**src/rtl/cbcs_pkg.sv**
```systemverilog
`timescale 1ns / 1ps
// Shared types, constants and helpers for the circle/box collision slide block.
package cbcs_pkg;

  localparam int COORD_BITS    = 24;
  localparam int RADSQ_BITS    = 48;
  localparam int COUNT_BITS    = 7;
  localparam int INDEX_BITS    = 6;
  localparam int DEF_MAX_BOXES = 64;
  localparam int CFG_DATA_BITS = 64;
  localparam int CFG_ADDR_BITS = 6;

  typedef logic signed [COORD_BITS-1:0] coord_t;

  localparam coord_t COORD_MAX = {1'b0, {(COORD_BITS-1){1'b1}}};
  localparam coord_t COORD_MIN = {1'b1, {(COORD_BITS-1){1'b0}}};

  typedef enum logic {
    FUNC_WRITE = 1'b0,
    FUNC_MOVE  = 1'b1
  } func_t;

  typedef enum logic [2:0] {
    REG_RADIUS_SQUARED = 3'd0,
    REG_BOXES_IN_USE   = 3'd1,
    REG_BOUND_MIN_X    = 3'd2,
    REG_BOUND_MAX_X    = 3'd3,
    REG_BOUND_MIN_Z    = 3'd4,
    REG_BOUND_MAX_Z    = 3'd5
  } reg_idx_t;

  typedef enum logic [1:0] {
    ST_IDLE,
    ST_XPASS,
    ST_ZPASS,
    ST_DONE
  } state_t;

  typedef struct packed {
    func_t                 func;
    logic [INDEX_BITS-1:0] box_index;
    coord_t                box_min_x;
    coord_t                box_max_x;
    coord_t                box_min_z;
    coord_t                box_max_z;
    coord_t                pos_x;
    coord_t                pos_z;
    coord_t                delta_x;
    coord_t                delta_z;
  } cmd_t;

  typedef struct packed {
    coord_t new_x;
    coord_t new_z;
    logic   x_blocked;
    logic   z_blocked;
  } res_t;

  typedef struct packed {
    coord_t lo_x;
    coord_t hi_x;
    coord_t lo_z;
    coord_t hi_z;
  } box_t;

  // status of the distance pipeline, seen by the sequencer
  typedef struct packed {
    logic busy;
    logic hit_vld;
    logic hit;
  } dist_stat_t;

  // below lo gives lo, else above hi gives hi (also for inverted edges)
  function automatic coord_t clamp3(coord_t v, coord_t lo, coord_t hi);
    coord_t r;
    if (v < lo) begin
      r = lo;
    end else if (v > hi) begin
      r = hi;
    end else begin
      r = v;
    end
    return r;
  endfunction

  function automatic coord_t sat_add(coord_t a, coord_t b);
    logic [COORD_BITS:0] s;
    coord_t r;
    s = {a[COORD_BITS-1], a} + {b[COORD_BITS-1], b};
    if (s[COORD_BITS] != s[COORD_BITS-1]) begin
      r = s[COORD_BITS] ? COORD_MIN : COORD_MAX;
    end else begin
      r = s[COORD_BITS-1:0];
    end
    return r;
  endfunction

endpackage

```
**src/rtl/cbcs_dist.sv**
```systemverilog
`timescale 1ns / 1ps
// Pipelined circle-to-box distance test, shared by every box of both passes.
module cbcs_dist (
  input  logic                                clk,
  input  logic                                rst,
  input  logic                                box_vld,
  input  cbcs_pkg::box_t                      box,
  input  cbcs_pkg::coord_t                    px,
  input  cbcs_pkg::coord_t                    pz,
  input  logic [cbcs_pkg::RADSQ_BITS-1:0]     radius_squared,
  output cbcs_pkg::dist_stat_t                stat
);
  import cbcs_pkg::*;

  localparam int SQ_BITS = 2 * COORD_BITS;

  coord_t                     cx;
  coord_t                     cz;
  logic signed [COORD_BITS:0] dx;
  logic signed [COORD_BITS:0] dz;
  logic signed [COORD_BITS:0] ndx;
  logic signed [COORD_BITS:0] ndz;
  logic [COORD_BITS-1:0]      mag_x_next;
  logic [COORD_BITS-1:0]      mag_z_next;
  logic [COORD_BITS-1:0]      mag_x;
  logic [COORD_BITS-1:0]      mag_z;
  logic [SQ_BITS-1:0]         sq_x;
  logic [SQ_BITS-1:0]         sq_z;
  logic [SQ_BITS:0]           dist_sum;
  logic                       v1;
  logic                       v2;
  logic                       v3;
  logic                       hit;

  // stage 1: closest point on the box, then |offset| per axis (fits 24 bits)
  always_comb begin
    cx  = clamp3(px, box.lo_x, box.hi_x);
    cz  = clamp3(pz, box.lo_z, box.hi_z);
    dx  = {px[COORD_BITS-1], px} - {cx[COORD_BITS-1], cx};
    dz  = {pz[COORD_BITS-1], pz} - {cz[COORD_BITS-1], cz};
    ndx = -dx;
    ndz = -dz;
    mag_x_next = dx[COORD_BITS] ? ndx[COORD_BITS-1:0] : dx[COORD_BITS-1:0];
    mag_z_next = dz[COORD_BITS] ? ndz[COORD_BITS-1:0] : dz[COORD_BITS-1:0];
  end

  assign dist_sum = {1'b0, sq_x} + {1'b0, sq_z};

  always_ff @(posedge clk) begin
    if (rst) begin
      v1 <= 1'b0;
      v2 <= 1'b0;
      v3 <= 1'b0;
    end else begin
      v1 <= box_vld;
      v2 <= v1;
      v3 <= v2;
    end
  end

  always_ff @(posedge clk) begin
    mag_x <= mag_x_next;
    mag_z <= mag_z_next;
    sq_x  <= mag_x * mag_x;
    sq_z  <= mag_z * mag_z;
    hit   <= (dist_sum < (SQ_BITS+1)'(radius_squared));
  end

  assign stat.busy    = v1 | v2 | v3;
  assign stat.hit_vld = v3;
  assign stat.hit     = hit;

endmodule

```
**config.mk**
```make
export PLATFORM = sky130hd
export DESIGN_NAME = cbcs_dist
export DESIGN_NICKNAME = d
export VERILOG_FILES = /design/src/rtl/cbcs_pkg.sv /design/src/rtl/cbcs_dist.sv
export SDC_FILE = /design/constraint.sdc
export NUM_CORES = 2
export LEC_CHECK = 0
export BUFFER_PORTS_ARGS = -buffer_cell sky130_fd_sc_hd__clkbuf_2
export CORE_UTILIZATION = 55
export CTS_CLUSTER_SIZE = 12
export DETAILED_ROUTE_END_ITERATION = 10
export PLACE_DENSITY = 0.72
export SLEW_MARGIN = 20
export SYNTH_ARGS = -nofsm -noshare
export SYNTH_HDL_FRONTEND = slang
export SYNTH_SLANG_ARGS = --single-unit
```
**constraint.sdc**
```tcl
create_clock -name clk -period 14.9 [get_ports clk]
set_input_delay 0.745 -clock clk [delete_from_list [all_inputs] [get_ports clk]]
set_output_delay 0.745 -clock clk [all_outputs]
set_load 0.01 [all_outputs]
```
==> summary.md <==
| Metric | Value |
|---|---|
| Outcome | completed |
| WL/cell | 15.50 um |
| Mapped Avg Cell Area | just under 9 sq um |
| Synthesized instance count | just over 5000 |
| Final antenna-violating net count | 0 |
| Die width | around 290 um |
| WS Path Type | reg2reg |
| Initial antenna violation count | 0 |
| Largest net degree at the start of global routing | 50 |
| Worst Reg-to-Reg Cells | 27 |
| Critical path's largest stage delay | 980 ps |
| Peak Freq | 116.1 MHz |
| Period utilisation layout | 0.5781 |
| Clk_lat worst skew | slightly below 500 ps |
| 1st-pass router iterations | 7 |
| Setup total negative slack | 0 ps |
| EDFF count, synth | 0 |
| Clock Skews | around 17 ps |
| Ys Warns | 0 |
| Yosys top cell by area | fa_1 |
| DR DRC count | 0 |
| Cts hold-fix bufs | 0 |
| Max-slew violations | 0 |
| Via count | between 30000 and 40000 |
| Sequential area share after synthesis | 0.06423 |
| Share of the synthesized area in the top cell type | 0.3726 |
| Setup slack after layout | roughly 6300 ps |
| WP data required | around 15000 ps |
| Worst slack, placed | between 6000 and 7000 ps |
| Ant. Diodes | 0 |
| Top post-synthesis cells by area | fa_1 37%, ha_1 16%, inv_1 11% |
| First-pass GRT wire length | ~170000 um |
| Clock Path Buffers | 2 |
| Placed inst area | roughly 0.048 sq mm |
| Core Util, Final | 0.5889 |
| Endpoints failing setup | 0 |
| CP Launch Type | flip-flop |
| Rows | around 110 |
| Worst Max-Slew Pin Slew | around 1100 ps |
| CTS tree | done |
| Placer Congestion | approximately 0.88 |
| Max-cap violations | 0 |
| All-Layer GR Usage | 0.2506 |
| Critical Path Sink Type | flip-flop |
| Layout cells sized above 1 | 0.06754 |
| Total CTS buffers | 17 |
| Sink Count | 146 |
| Cell with the most instances after synthesis | inv_1 |
| # Post-CTS Setup Buffers | 0 |
| Worst Hold Class | in2reg |
| Final #Nets | just under 7000 |
| Asr flop ratio synth | 0 |
| Reg2reg end | sq_z[47] |
| Vias per cell | around 5.3 |
| Worst-path fanout max | 24 |
| Core Region | between 0.08 and 0.09 sq mm |
| Cells on Worst Hold Path | 2 |
| Port Buf Inserts | approximately 200 |
| # IOs | 198 |
| Htree depth | 4 |
| CP max-delay cell | dfxtp_1 |
| Max-slew headroom | 0.2568 |
| Worst R2R Setup Slack | ~6300 ps |
| Die ar. | around 0.084 sq mm |
| Detailed Place HPWL | 84010 um |
| Post-Syn Nets | approximately 6800 |
| CTS Root Cell | clkbuf_16 |
| Worst reg2reg path startpoint | mag_z[2] |
| Crit path buf inv count | 7 |
| Most frequent cells after synthesis | 1388 x inv_1, 847 x fa_1, 589 x ha_1 |
| Area of the mapped netlist | 0.04551 sq mm |
| Final min period | 8614 ps |
| Post_cts resized | 0 |
| Hold path endpoint | v2 |
| Die H | a little under 300 um |
| Post-Layout Inst Area | ~0.048 sq mm |
| Area delta synth->final | 6.087% |
| Register bit total from synthesis | approximately 150 |
| Total gr overflow | 0 |
| Cell family with most CP delay | adder cells |
| Hold path start | rst |
| Vias in the first global route | approximately 35000 |
| Top_reg_cell synth | dfxtp_1 |
| RSZ-0062 raised after global routing | false |
| Number of DRC markers in iteration 0 | 1859 |
| Synth cell types | just under 90 |
| Final Hold Viols | 0 |
| Clock Pin Slew Worst Setup and Hold Paths | roughly 80 ps |
| Initial core utilization | 0.5551 |
| WP data arrival | between 9000 and 10000 ps |
| Routed Wire Length | ~99000 um |
-- placed cells by master, fill, tap and decap left out, types with 8 or more instances in the layout --
| cell | count |
|---|---|
| nand4_1 | 47 |
| clkbuf_16 | 17 |
| o22ai_1 | 9 |
| o21a_1 | 57 |
| xor2_1 | 75 |
| clkbuf_2 | 197 |
| buf_4 | 48 |
| nand2_1 | 393 |
| nor2_1 | 198 |
| o21ai_0 | 82 |
| inv_1 | 1388 |
| or3_1 | 11 |
| o21ai_1 | 21 |
| mux2i_1 | 28 |
| nor3_1 | 36 |
| dfxtp_1 | 146 |
| and3_1 | 10 |
| nor2b_1 | 54 |
| o21bai_1 | 22 |
| and2_1 | 235 |
| a31oi_1 | 15 |
| a211oi_1 | 26 |
| xnor2_1 | 131 |
| or2_2 | 11 |
| mux2_2 | 49 |
| a21oi_1 | 216 |
| fa_1 | 847 |
| nor4_1 | 8 |
| nand3_1 | 37 |
| a21o_1 | 134 |
| nand2b_1 | 33 |
| ha_1 | 589 |
-- stage by stage --
| step | cells | hold slack (ps) |
|---|---|---|
| finish | 6385 | 443.7 |
| global route | 6385 | 442.2 |
| CTS | 6385 | 411.6 |
| detailed placement | 6353 | 462.3 |
| global placement | 6353 | 450.2 |
| floorplan | 5175 | 384.7 |
-- sequential cells by signal, indices dropped and copies added (netlist names) --
signal / cells
sq_z: 47
v2: 1
v1: 1
mag_z: 24
hit: 1
v3: 1
sq_x: 47
mag_x: 24
-- per-layer routing --
layer,GRT usage,vias up,wire [um]
li1,-,16200,-
met3,0.02276,111,3922
met1,0.3391,16780,43950
met5,0,-,0
met4,0.05825,0,1809
met2,0.4346,715,49260
-- cell type report --
cell class,instances,area (sq um)
Tap cell,1070,1339
Multi-Input combinational cell,3504,36860
Fill cell,7310,33700
Timing Repair Buffer,245,1346
Clock inverter,14,162.7
Clock buffer,18,439.2
Inverter,1388,5210
Sequential cell,146,2923
-- cells by family after synthesis --
logic type               after synthesis  share of synthesized area
AO/OA/AOI/OAI                        679                    0.09782
AND/OR/NAND/NOR                     1106                     0.1193
buffers and inverters               1525                     0.1262
XOR/XNOR                             206                    0.03965
flip-flops                           146                    0.06423
adder cells (fa/ha/maj)             1436                     0.5345
multiplexers                          77                    0.01828
-- worst max-delay path by stage --
stage,start,endpoint,depth (start not counted)
final,mag_z[2],sq_z[47],27
after global routing,mag_z[2],sq_z[47],27
after CTS,mag_z[2],sq_z[47],27
after detailed placement,mag_z[2],sq_z[47],27
after global placement,mag_z[2],sq_z[47],27
after floorplan,mag_z[17],sq_z[46],27
Power is left out: the tool's default activity adds up to more than one toggle a clock period on the data nets, which glitch-free logic cannot reach.
